## config.mk

```make
export PLATFORM = sky130hd
export DESIGN_NAME = ctlr_cfg
export DESIGN_NICKNAME = d
export VERILOG_FILES = /design/src/ctlr_pkg.sv /design/src/ctlr_cfg.sv
export SDC_FILE = /design/constraint.sdc
export NUM_CORES = 1
export LEC_CHECK = 0
export BUFFER_PORTS_ARGS = -buffer_cell sky130_fd_sc_hd__buf_2
export CAP_MARGIN = 20
export CORE_ASPECT_RATIO = 0.75
export CORE_MARGIN = 8
export CORE_UTILIZATION = 33
export CTS_CLUSTER_SIZE = 14
export DETAILED_ROUTE_END_ITERATION = 6
export GPL_ROUTABILITY_DRIVEN = 0
export GPL_TIMING_DRIVEN = 0
export PLACE_DENSITY = 0.83
export SLEW_MARGIN = 0
export SYNTH_ARGS = -nofsm -noshare
export SYNTH_HDL_FRONTEND = slang
export SYNTH_SLANG_ARGS = --single-unit
```

## constraint.sdc

```tcl
create_clock -name clk -period 1.5 [get_ports clk]
set_input_delay 0.225 -clock clk [delete_from_list [all_inputs] [get_ports clk]]
set_output_delay 0.225 -clock clk [all_outputs]
set_load 0.03 [all_outputs]
```

## src/ctlr_pkg.sv

```systemverilog
// shared constants, types and state encoding for the cache tag directory
package ctlr_pkg;

	localparam int CAPACITY_LOG2   = 17;
	localparam int MIN_OFFSET_BITS = 3;
	localparam int MAX_WAYS        = 8;

	localparam int LINE_W       = CAPACITY_LOG2 - MIN_OFFSET_BITS;
	localparam int MAX_LINES    = 1 << LINE_W;
	localparam int ADDR_W       = 64;
	localparam int TAG_W        = ADDR_W - MIN_OFFSET_BITS;
	localparam int LOG_W        = $clog2(LINE_W + 1);
	localparam int SH_W         = $clog2(CAPACITY_LOG2 + 1);
	localparam int MAX_WAY_LOG2 = (MAX_WAYS >= 8) ? 3 : 2;
	localparam int PADDR_W      = 4;
	localparam int DATA_W       = 32;
	localparam int LFSR_W       = 16;

	localparam logic [LFSR_W-1:0] LFSR_TAPS = 16'hB400;
	localparam logic [LFSR_W-1:0] LFSR_SEED = 16'h0001;

	localparam logic [1:0] MAP_DIRECT = 2'd0;
	localparam logic [1:0] MAP_FULL   = 2'd1;
	localparam logic [1:0] MAP_WAY4   = 2'd2;
	localparam logic [1:0] MAP_WAY8   = 2'd3;

	localparam logic [1:0] POL_LRU    = 2'd0;
	localparam logic [1:0] POL_RANDOM = 2'd1;

	localparam logic [2:0] OFFSET_RST  = 3'd3;
	localparam logic [1:0] MAPPING_RST = MAP_WAY8;
	localparam logic [1:0] POLICY_RST  = POL_LRU;
	localparam logic [1:0] WPOLICY_RST = 2'd1;

	typedef enum logic [1:0] {
		REG_OFFSET,
		REG_MAPPING,
		REG_POLICY,
		REG_WRITE
	} reg_idx_t;

	typedef enum logic [3:0] {
		ST_CLEAR,
		ST_IDLE,
		ST_SCAN,
		ST_REPL,
		ST_LRU,
		ST_TREE_RD,
		ST_TREE_WR,
		ST_WRITE,
		ST_RESP
	} state_t;

	// decoded geometry and policy, plus the flush strobe of a register write
	typedef struct packed {
		logic [2:0]       off;
		logic [LOG_W-1:0] ll;
		logic [LOG_W-1:0] glog;
		logic [1:0]       mode;
		logic [1:0]       pol;
		logic [1:0]       wpol;
		logic             flush;
	} cfg_t;

	typedef struct packed {
		logic             valid;
		logic             dirty;
		logic [TAG_W-1:0] tag;
	} tag_entry_t;

endpackage

```

## src/ctlr_cfg.sv

```systemverilog
// apb register file and geometry decode
module ctlr_cfg (
	input  logic                          clk,
	input  logic                          arst_n,
	input  logic                          psel,
	input  logic                          penable,
	input  logic                          pwrite,
	input  logic [ctlr_pkg::PADDR_W-1:0]  paddr,
	input  logic [ctlr_pkg::DATA_W-1:0]   pwdata,
	output logic [ctlr_pkg::DATA_W-1:0]   prdata,
	output logic                          pready,
	output ctlr_pkg::cfg_t                cfg
);
	import ctlr_pkg::*;

	logic [2:0] offset_bits_q;
	logic [1:0] mapping_mode_q;
	logic [1:0] repl_policy_q;
	logic [1:0] write_policy_q;
	logic       wr_en;
	reg_idx_t   idx;
	logic [2:0] eff_off;
	logic [LOG_W-1:0] ll;

	assign pready = 1'b1;
	assign wr_en  = psel && penable && pwrite;
	assign idx    = reg_idx_t'(paddr[PADDR_W-1:2]);

	always_ff @(posedge clk or negedge arst_n) begin
		if (!arst_n) begin
			offset_bits_q  <= OFFSET_RST;
			mapping_mode_q <= MAPPING_RST;
			repl_policy_q  <= POLICY_RST;
			write_policy_q <= WPOLICY_RST;
		end else if (wr_en) begin
			unique case (idx)
				REG_OFFSET:  offset_bits_q  <= pwdata[2:0];
				REG_MAPPING: mapping_mode_q <= pwdata[1:0];
				REG_POLICY:  repl_policy_q  <= pwdata[1:0];
				REG_WRITE:   write_policy_q <= pwdata[1:0];
				default:     offset_bits_q  <= offset_bits_q;
			endcase
		end
	end

	always_comb begin
		unique case (idx)
			REG_OFFSET:  prdata = DATA_W'(offset_bits_q);
			REG_MAPPING: prdata = DATA_W'(mapping_mode_q);
			REG_POLICY:  prdata = DATA_W'(repl_policy_q);
			REG_WRITE:   prdata = DATA_W'(write_policy_q);
			default:     prdata = '0;
		endcase
	end

	// small blocks are raised to the minimum block size
	assign eff_off = (offset_bits_q < 3'(MIN_OFFSET_BITS)) ? 3'(MIN_OFFSET_BITS)
		: offset_bits_q;
	assign ll = LOG_W'(CAPACITY_LOG2 - int'(eff_off));

	always_comb begin
		cfg.off   = eff_off;
		cfg.ll    = ll;
		cfg.mode  = mapping_mode_q;
		cfg.pol   = repl_policy_q;
		cfg.wpol  = write_policy_q;
		cfg.flush = wr_en;
		unique case (mapping_mode_q)
			MAP_DIRECT: cfg.glog = '0;
			MAP_FULL:   cfg.glog = ll;
			MAP_WAY4:   cfg.glog = LOG_W'(2);
			MAP_WAY8:   cfg.glog = LOG_W'(MAX_WAY_LOG2);
			default:    cfg.glog = '0;
		endcase
	end
endmodule

```

# Word level (Yosys, flattened, before mapping)
# Cells that the tools add are included.
[word_totals] reg_bits=9 elab_cells=23 output_inout_bits=51
[op_classes] muxes=3 eq_ne=6 reduce_logical=8 addsub=1 n_lt_le_gt_ge=1
[op_table] cell="32-bit case mux with 4 select lines" count=1
[op_table] cell="4-bit case mux with 4 select lines" count=1
[op_table] cell="2-bit equality test, second input constant" count=4
[op_table] cell="2-bit AND reduction" count=4
[op_table] cell="2-bit by 1-bit equality test with 1-bit output, second input constant" count=2
[op_table] cell="2-bit zero test" count=2
[op_table] cell="1-bit by 3-bit subtractor with 4-bit output, first input constant" count=1
[op_table] cell="3-bit by 2-bit less-than comparator with 1-bit output, second input constant" count=1
[op_table] cell="3-bit 2-to-1 mux" count=1
[op_table] cell="1-bit logical AND" count=2

# Longest topological paths before layout
# Gate-level depths: netlist of the first run.
[depth] depth_word=4 mapped_depth=4

# Least setup slack after synthesis of the first run
# Ideal clock, no wire load.
[synth_timing] path_type="register -> output" start="reg offset_bits_q[1]" end="out cfg[10] in the netlist's numbering" n_path_buf=0 setup_slack_ns=-0.235 arrival_ns=1.510 stages_incl_launch_ff=4 path_cell_list="dfstp_2 > nor2_1 > ha_1 > nor3b_1"
[synth_rtl] item="start: declaration" line_no="ctlr_cfg.sv:16" text="logic [2:0] offset_bits_q;"
[synth_rtl] item="start signal: assignment" line_no="ctlr_cfg.sv:37" text="REG_OFFSET: offset_bits_q <= pwdata[2:0];"
[synth_rtl] item="start signal: assignment" line_no="ctlr_cfg.sv:41" text="default: offset_bits_q <= offset_bits_q;"
[synth_rtl] item="end: declaration" line_no="ctlr_cfg.sv:12" text="output ctlr_pkg::cfg_t cfg"

==> results of run 1 <==
## timing repair
| action | 4_1_cts | 5_1_grt |
|---|---|---|
| pin swaps | 2 | 2 |
| endpoints found under the setup margin | 7 | 8 |
| endpoints found under the hold margin | 4 | 0 |
| gates resized for setup | 10 | 13 |
| buffers inserted | 2 | 4 |
| hold buffers | 1 | 0 |
## layer usage
| metal | wire, um | vias up | GRT usage [%] |
|---|---|---|---|
| li1 | - | 319 | - |
| met1 | 704 | 269 | 8.10 |
| met2 | 899 | 44 | 15.3 |
| met3 | 332 | 0 | 6.37 |
| met4 | 0 | 0 | 4.35 |
| met5 | 0 | - | 0 |
## power by group through the flow
stage	clock network, mW	logic (mW)	registers [mW]
after floorplan	0	0.555	0.448
after global routing	0.204	1.03	0.393
after global placement	0	0.802	0.380
after CTS	0.189	0.887	0.382
final	0.184	0.976	0.382
after detailed placement	0	0.811	0.388
## placed cells by master (no fill, tap or decap)
cell type	n
dfrtp_1	4
clkbuf_1	2
nor2_2	1
o21a_1	1
conb_1	30
mux2_4	4
nor3b_2	1
buf_6	6
nand2_1	1
and3b_2	1
clkbuf_4	4
inv_2	1
and3b_4	2
ha_4	1
buf_4	41
mux2_2	5
nor3_1	1
buf_2	21
and3_1	1
dlygate4sd3_1	1
a21o_1	1
inv_1	3
nand3_1	1
nor2_1	1
mux4_2	2
dfstp_2	5
nor2_4	1
## stage by stage
step,instance area [sq um],utilization [%],TNS [ns]
after floorplan,885,-,0
after global placement,1070,47.3,0
after detailed placement,1070,47.3,0
after CTS,1150,51.1,-0.431
after global routing,1210,53.7,-0.772
final,1210,53.7,-0.403
## worst max-delay path by stage
stage	endpoint	cells past startpoint
4_1_cts	cfg[9]	5
3_5_place_dp	cfg[9]	4
5_1_grt	cfg[9]	4
6_report	cfg[9]	4
2_1_floorplan	cfg[9]	3
3_3_place_gp	cfg[9]	5
## final cells by class
type | instances | share of cell area (%)
multi-input cells | 55 | 33.3
plain buffers | 34 | 21.1
repair buffers | 37 | 20.4
flip-flops and latches | 9 | 19.2
well taps | 25 | 2.59
clock buffers | 4 | 2.17
inverters | 4 | 1.24
## sequential cells by signal, summed over array words and instances, names as in the netlist
| signal | count |
|---|---|
| offset_bits_q | 3 |
| mapping_mode_q | 2 |
| repl_policy_q | 2 |
| write_policy_q | 2 |
## synth_stat cells, drive strengths merged
cell / n
a21o: 1
and3: 1
and3b: 3
buf: 33
clkbuf: 1
conb: 2
dfrtp: 4
dfstp: 5
ha: 1
inv: 4
mux2: 9
mux4: 2
nand2: 1
nand3: 1
nor2: 3
nor3: 1
nor3b: 1
o21a: 1
## worst reg2reg max path: stages (launching register included)
cell and delay (ns):
dfstp_2 0.57, buf_4 0.12, mux2_4 0.13
## cell families after synthesis
logic type	after synthesis
buffers and inverters	38
AO/OA/AOI/OAI	2
AND/OR/NAND/NOR	11
flip-flops	9
adder cells (fa/ha/maj)	1
multiplexers	11
other	2
==> flow_summary.ini, run 1 <==
[timing]
hold_violations = 0
slew_viol_final = 0
rsz0062_at_grt = true
setup-violations-final = 4
holdWs_ns = 0.201
timing.final.crit_share_pct = 110
fin_crit_ns = 1.65
clock.fmax_mhz = 607
fin_ws_ns = -0.146
clock_skew_ns = 0

[yosys]
synthCells = 74
synth.area.top_cells = buf_4 (31%), dfstp_2 (17%), dfrtp_1 (13%), mux2_4 (7.8%), mux2_2 (7.3%)
yosysWarnings = 0
yosysUniqueCellTypes = 21
syn_area_sq_um = 771
synth_seq_cells = 9
ys_seq_area_share_pct = 30.0
synth_top_area_share_pct = 31.2
syn_avg_cell_area_sq_um = 10.4
synth_adder_area_share_pct = 1.62
synth_top_family_by_area = buffers and inverters
synth-simple-area-share_pct = 9.42
synth_mux_area_share_pct = 20.9
synth_compound_area_share_pct = 1.95
synth_top_area_cell = buf_4
synth_xor_area_share_pct = 0

[die]
start_util_pct = 34.2
rows = 15
die_w_um = 71.8
die_area_sq_um = 4150
ios = 92
fp.dieH_um = 57.9
core_area_sq_um = 2250

[finish]
seqCellArea_sq_um = 231
drive_above_1_share_pct = 67.1
nets = 186
multiInputGateArea_sq_um = 403
fin_cells = 168
nFillCells = 200
diodes = 0
area_growth_pct = 56.8

[place]
pre_cts_ws_ns = 0.0115
numPortBuffers = 30
dp_cells = 157
hpwl_um = 1710

[route]
wire_per_inst_um = 11.5
ant_nets = 0
wirelength_um = 1940
vias_per_cell = 3.76
drtIter0Drc = 4
vias = 632
drc = 0
dr.pass1.iters = 2

[status]
status = finished with violations
violations = negative setup slack

[grt]
grt.total_usage_pct = 9.06
grt_pass1_wl_um = 3020
overflow = 0
grt_max_degree = 10
grt_pass1_vias = 650
antenna_found_initial = 0

[cts]
cts.sinks = 9
h-tree-depth = 1
ctsRootBufferMaster = clkbuf_4
clock_insertion_delay_worst_skew_ns = 0.26
cts_max_path_buffers = 2
cts_tree = built
numCtsBuffers = 3
clkSlewWorstSetupHoldPaths_ns = 0.06

[power_and_ir_drop]
powerDensity_nw_per_um2 = 1280
p_clk_share_pct = 12.0
sw_frac_of_total_pct = 45.7
seqPwrFrac_pct = 24.8
p_comb_share_pct = 63.3
ir_drop_v = 0.000687
p_switching_mw = 0.705
total_power_mw = 1.54
intPower_mw = 0.837
p_leak_nw = 0.685

[setup_path]
start_kind = flip-flop
path_cells = nor2_4, ha_4, and3b_2, buf_6
required_ns = 1.27
critPathMaxFanout = 2
critPathCaptureType = primary output
regToRegEndpoint = mapping_mode_q[0]
r2r_cells = 2
crit_type = reg2out
cp.arrival_ns = 1.42
max_stage_delay_ns = 0.55
critPathBufInv = 1
cp_slowest_cell = dfstp_2
crit_family = flip-flops
r2r_slack_ns = 0.62
r2r_start = mapping_mode_q[0]
startpoint = offset_bits_q[1]

[min_path]
hold_path_class = in2reg
min_delay_path_depth = 2
holdPathEnd = offset_bits_q[2]
holdCritStartpoint = pwdata[2]

[job]
drv_cap = 0
Power figures use the tool's default switching activity.
==> run 2, diff against run 1 <==
--- a/config.mk
+++ b/config.mk
@@ -7,7 +7,6 @@
 export LEC_CHECK = 0
 export BUFFER_PORTS_ARGS = -buffer_cell sky130_fd_sc_hd__buf_2
 export CAP_MARGIN = 20
-export CORE_ASPECT_RATIO = 0.75
 export CORE_MARGIN = 8
 export CORE_UTILIZATION = 33
 export CTS_CLUSTER_SIZE = 14
@@ -19,3 +18,4 @@
 export SYNTH_ARGS = -nofsm -noshare
 export SYNTH_HDL_FRONTEND = slang
 export SYNTH_SLANG_ARGS = --single-unit
+export TNS_END_PERCENT = 100
==> flow_summary.ini, run 2 (same netlist as run 1, synthesis figures left out) <==
[die]
ios = 92
die_area_sq_um = 4140
rows = 17
die_w_um = 64.3
fp.dieH_um = 64.3
start_util_pct = 34.8
core_area_sq_um = 2210

[finish]
diodes = 0
drive_above_1_share_pct = 69.0
nets = 188
layout_commonest_cell = buf_4
largest_reg_flops = 3
final_cell_mix = buf_4 (45), conb_1 (30), buf_2 (19)
area_growth_pct = 61.2
fin_cells = 173
final_util_pct = 56.2
top_register = offset_bits_q

[power_and_ir_drop]
p_leak_nw = 0.698
total_power_mw = 1.58
powerDensity_nw_per_um2 = 1270
ir_drop_v = 0.000935

[grt]
grt_pass1_vias = 657
antenna_found_initial = 0
overflow = 0
grt_pass1_wl_um = 3100
grt.total_usage_pct = 9.43
grt_max_degree = 10

[timing]
clock.fmax_mhz = 608
slew_viol_final = 0
fin_crit_ns = 1.65
rsz0062_at_grt = true
timing.final.crit_share_pct = 110
setup-violations-final = 8
clock_skew_ns = 0
hold_violations = 0
fin_ws_ns = -0.146
holdWs_ns = 0.194

[cts]
cts_max_path_buffers = 2
h-tree-depth = 1
cts.sinks = 9
clkSlewWorstSetupHoldPaths_ns = 0.06
cts_tree = built
numCtsBuffers = 3
clock_insertion_delay_worst_skew_ns = 0.25
ctsRootBufferMaster = clkbuf_4

[job]
drv_cap = 0

[route]
vias_per_cell = 3.70
wl_met2_um = 1020
dr_wl_met3_um = 253
ant_nets = 0
wire_per_inst_um = 11.7
wirelength_um = 2030
dr.pass1.iters = 4
m1WireLength_um = 740
drc = 0
top_layer = met4
vias = 640
drtIter0Drc = 3

[min_path]
hold_path_class = in2reg
min_delay_path_depth = 2
holdCritStartpoint = pwdata[2]
holdPathEnd = offset_bits_q[2]

[setup_path]
cp.arrival_ns = 1.42
regToRegEndpoint = mapping_mode_q[0]
required_ns = 1.27
critPathMaxFanout = 2
start_kind = flip-flop
r2r_start = mapping_mode_q[0]
startpoint = offset_bits_q[1]
r2r_slack_ns = 0.62
r2r_cells = 2
critPathCaptureType = primary output
crit_type = reg2out

[place]
hpwl_um = 1650
dp_cells = 160
numPortBuffers = 30

[status]
status = finished with violations
violations = negative setup slack
## run 2: how the worst max path moves through the flow
stage          endpoint  slack, ns  cells past startpoint
2_1_floorplan    cfg[9]      0.007                      3
3_3_place_gp     cfg[9]       0.02                      5
3_5_place_dp     cfg[9]       0.01                      4
4_1_cts          cfg[9]      -0.16                      4
5_1_grt          cfg[9]      -0.18                      5
6_report         cfg[9]      -0.15                      4
## run 2: layout make-up
cell class | count | area (sq um)
Timing Repair Buffer | 39 | 267
Fill cell | 211 | 970
Sequential cell | 9 | 231
Inverter | 4 | 15.0
Buffer | 34 | 255
Clock buffer | 4 | 26.3
Tap cell | 28 | 35.0
Multi-Input combinational cell | 55 | 413
## run 2: repair_timing
item                       4_1_cts  5_1_grt
hold buffers                     1        0
setup endpoints to repair        8       10
setup buffers                    5        3
gates resized for setup         14       13
hold endpoints to repair         4        0
pin swaps                        2        2
## run 2: where the power goes
group	internal (mW)	switching (mW)
clock network	0.102	0.0815
registers	0.324	0.0606
logic	0.436	0.579
## run 2: per-stage QoR
stage | setup TNS [ns] | worst slack (ns) | area, sq um
2_1_floorplan | 0 | 0.00659 | 885
3_3_place_gp | 0 | 0.0202 | 1070
3_5_place_dp | 0 | 0.0139 | 1070
4_1_cts | -0.430 | -0.156 | 1190
5_1_grt | -0.917 | -0.184 | 1240
6_report | -0.478 | -0.146 | 1240
## run 2: routing by layer
layer	vias to the layer above	global-route usage [%]
li1	324	-
met4	0	4.09
met3	2	4.70
met1	275	9.04
met5	-	0
met2	39	16.6
## run 2: worst max-delay path, stage by stage (launching register included)
cell and delay [ns]:
dfstp_2 0.56, nor2_4 0.05, ha_4 0.23, and3b_2 0.19
buf_6 0.14
==> run 3, diff against run 2 <==
==> constraint.sdc (replaced) <==
create_clock -name clk -period 1.7 [get_ports clk]
set_input_delay 0.255 -clock clk [delete_from_list [all_inputs] [get_ports clk]]
set_output_delay 0.255 -clock clk [all_outputs]
set_load 0.03 [all_outputs]
==> flow_summary.ini, run 3 (same netlist as run 1, synthesis figures left out) <==
[status]
status = completed

[cts]
h-tree-depth = 1
cts.sinks = 9
ctsRootBufferMaster = clkbuf_4
numCtsBuffers = 3
cts_max_path_buffers = 2
clkSlewWorstSetupHoldPaths_ns = 0.06
cts_tree = built
clock_insertion_delay_worst_skew_ns = 0.26

[power_and_ir_drop]
p_leak_nw = 0.655
powerDensity_nw_per_um2 = 1090
p_clk_share_pct = 12.9
p_comb_share_pct = 60.1
intPower_mw = 0.658
seqPwrFrac_pct = 27.0
ir_drop_v = 0.000680
p_switching_mw = 0.596
total_power_mw = 1.25
sw_frac_of_total_pct = 47.5

[place]
dp_cells = 160
pre_cts_ws_ns = 0.205
numPortBuffers = 30
hpwl_um = 1620
dpl-instance-area_sq_um = 1070

[timing]
clock_skew_ns = 0
clock.fmax_mhz = 602
slew_viol_final = 0
setup-violations-final = 0
hold_violations = 0
timing.final.crit_share_pct = 97.7
rsz0062_at_grt = true
fin_crit_ns = 1.66
holdWs_ns = 0.229
fin_setup_tns_ns = 0
fin_ws_ns = 0.0396

[finish]
top_register = offset_bits_q
diodes = 0
postLayoutCellArea_sq_um = 1150
area_growth_pct = 48.7
drive_above_1_share_pct = 64.7
final_util_pct = 51.8
fin_cells = 167
largest_reg_flops = 3
final_cell_mix = buf_4 (35), conb_1 (30), buf_2 (28)
nFillCells = 227
layout_commonest_cell = buf_4
nets = 182

[die]
ios = 92
die_area_sq_um = 4140
start_util_pct = 34.8
die_w_um = 64.3
rows = 17
fp.dieH_um = 64.3
core_area_sq_um = 2210

[setup_path]
start_kind = flip-flop
critPathCaptureType = primary output
crit_type = reg2out
path_cells = buf_4, mux4_2, buf_2
max_stage_delay_ns = 0.45
critPathMaxFanout = 2
cp.arrival_ns = 1.41
required_ns = 1.44
cp_slowest_cell = mux4_2

[grt]
grt_pass1_vias = 631
overflow = 0
grt_pass1_wl_um = 2920
grt.total_usage_pct = 8.73
grt_max_degree = 10
antenna_found_initial = 0

[job]
drv_cap = 0

[route]
dr.pass1.iters = 3
drc = 0
vias_per_cell = 3.72
vias = 621
wire_per_inst_um = 10.9
drtIter0Drc = 9
wirelength_um = 1820
ant_nets = 0

[min_path]
hold_path_class = in2reg
run 3: critical path: cells and delay by family, from the launching register on:
family | cells | cell delay (ns)
buf+inv | 2 | 0.32
flops | 1 | 0.38
mux | 1 | 0.45
run 3: worst paths after layout:
path                             startpoint                end  slack (ns)  cells after the start
max                        offset_bits_q[1]          prdata[1]        0.04                      3
min in group asynchronous            arst_n  write_policy_q[1]        0.37                      2
max in group asynchronous            arst_n  write_policy_q[0]        1.08                      2
min                               pwdata[2]   offset_bits_q[2]        0.23                      2
min reg2reg                repl_policy_q[1]   repl_policy_q[1]        0.54                      1
max reg2reg                offset_bits_q[1]   offset_bits_q[1]        0.86                      2
run 3: power groups by stage:
stage          sequential [mW]  clock [mW]  combinational (mW)
3_5_place_dp             0.342           0               0.705
4_1_cts                  0.338       0.170               0.726
3_3_place_gp             0.335           0               0.698
5_1_grt                  0.351       0.180               0.804
2_1_floorplan            0.395           0               0.483
6_report                 0.339       0.162               0.754
run 3: area by class of cell:
class                           instances  area (sq um)  area share, %
Tap cell                               28          35.0           3.06
Sequential cell                         9           231           20.2
Inverter                                4          15.0           1.31
Buffer                                 34           255           22.3
Clock buffer                            4          26.3           2.29
Timing Repair Buffer                   33           184           16.0
Multi-Input combinational cell         55           399           34.8
run 3: per-layer routing:
layer  vias up  part of all wire, %  global-route usage (%)
met5         -                    0                       0
met4         0                  1.9                    5.72
met3         4                   16                    5.23
met2        48                   43                    13.4
met1       261                   39                    8.78
li1        308                    -                       -
run 3: timing repair:
action	CTS	global route
pin swaps	1	2
setup endpoints to repair	2	2
buffers inserted	1	1
hold buffers	1	0
hold endpoints to repair	4	0
resized for setup	3	5
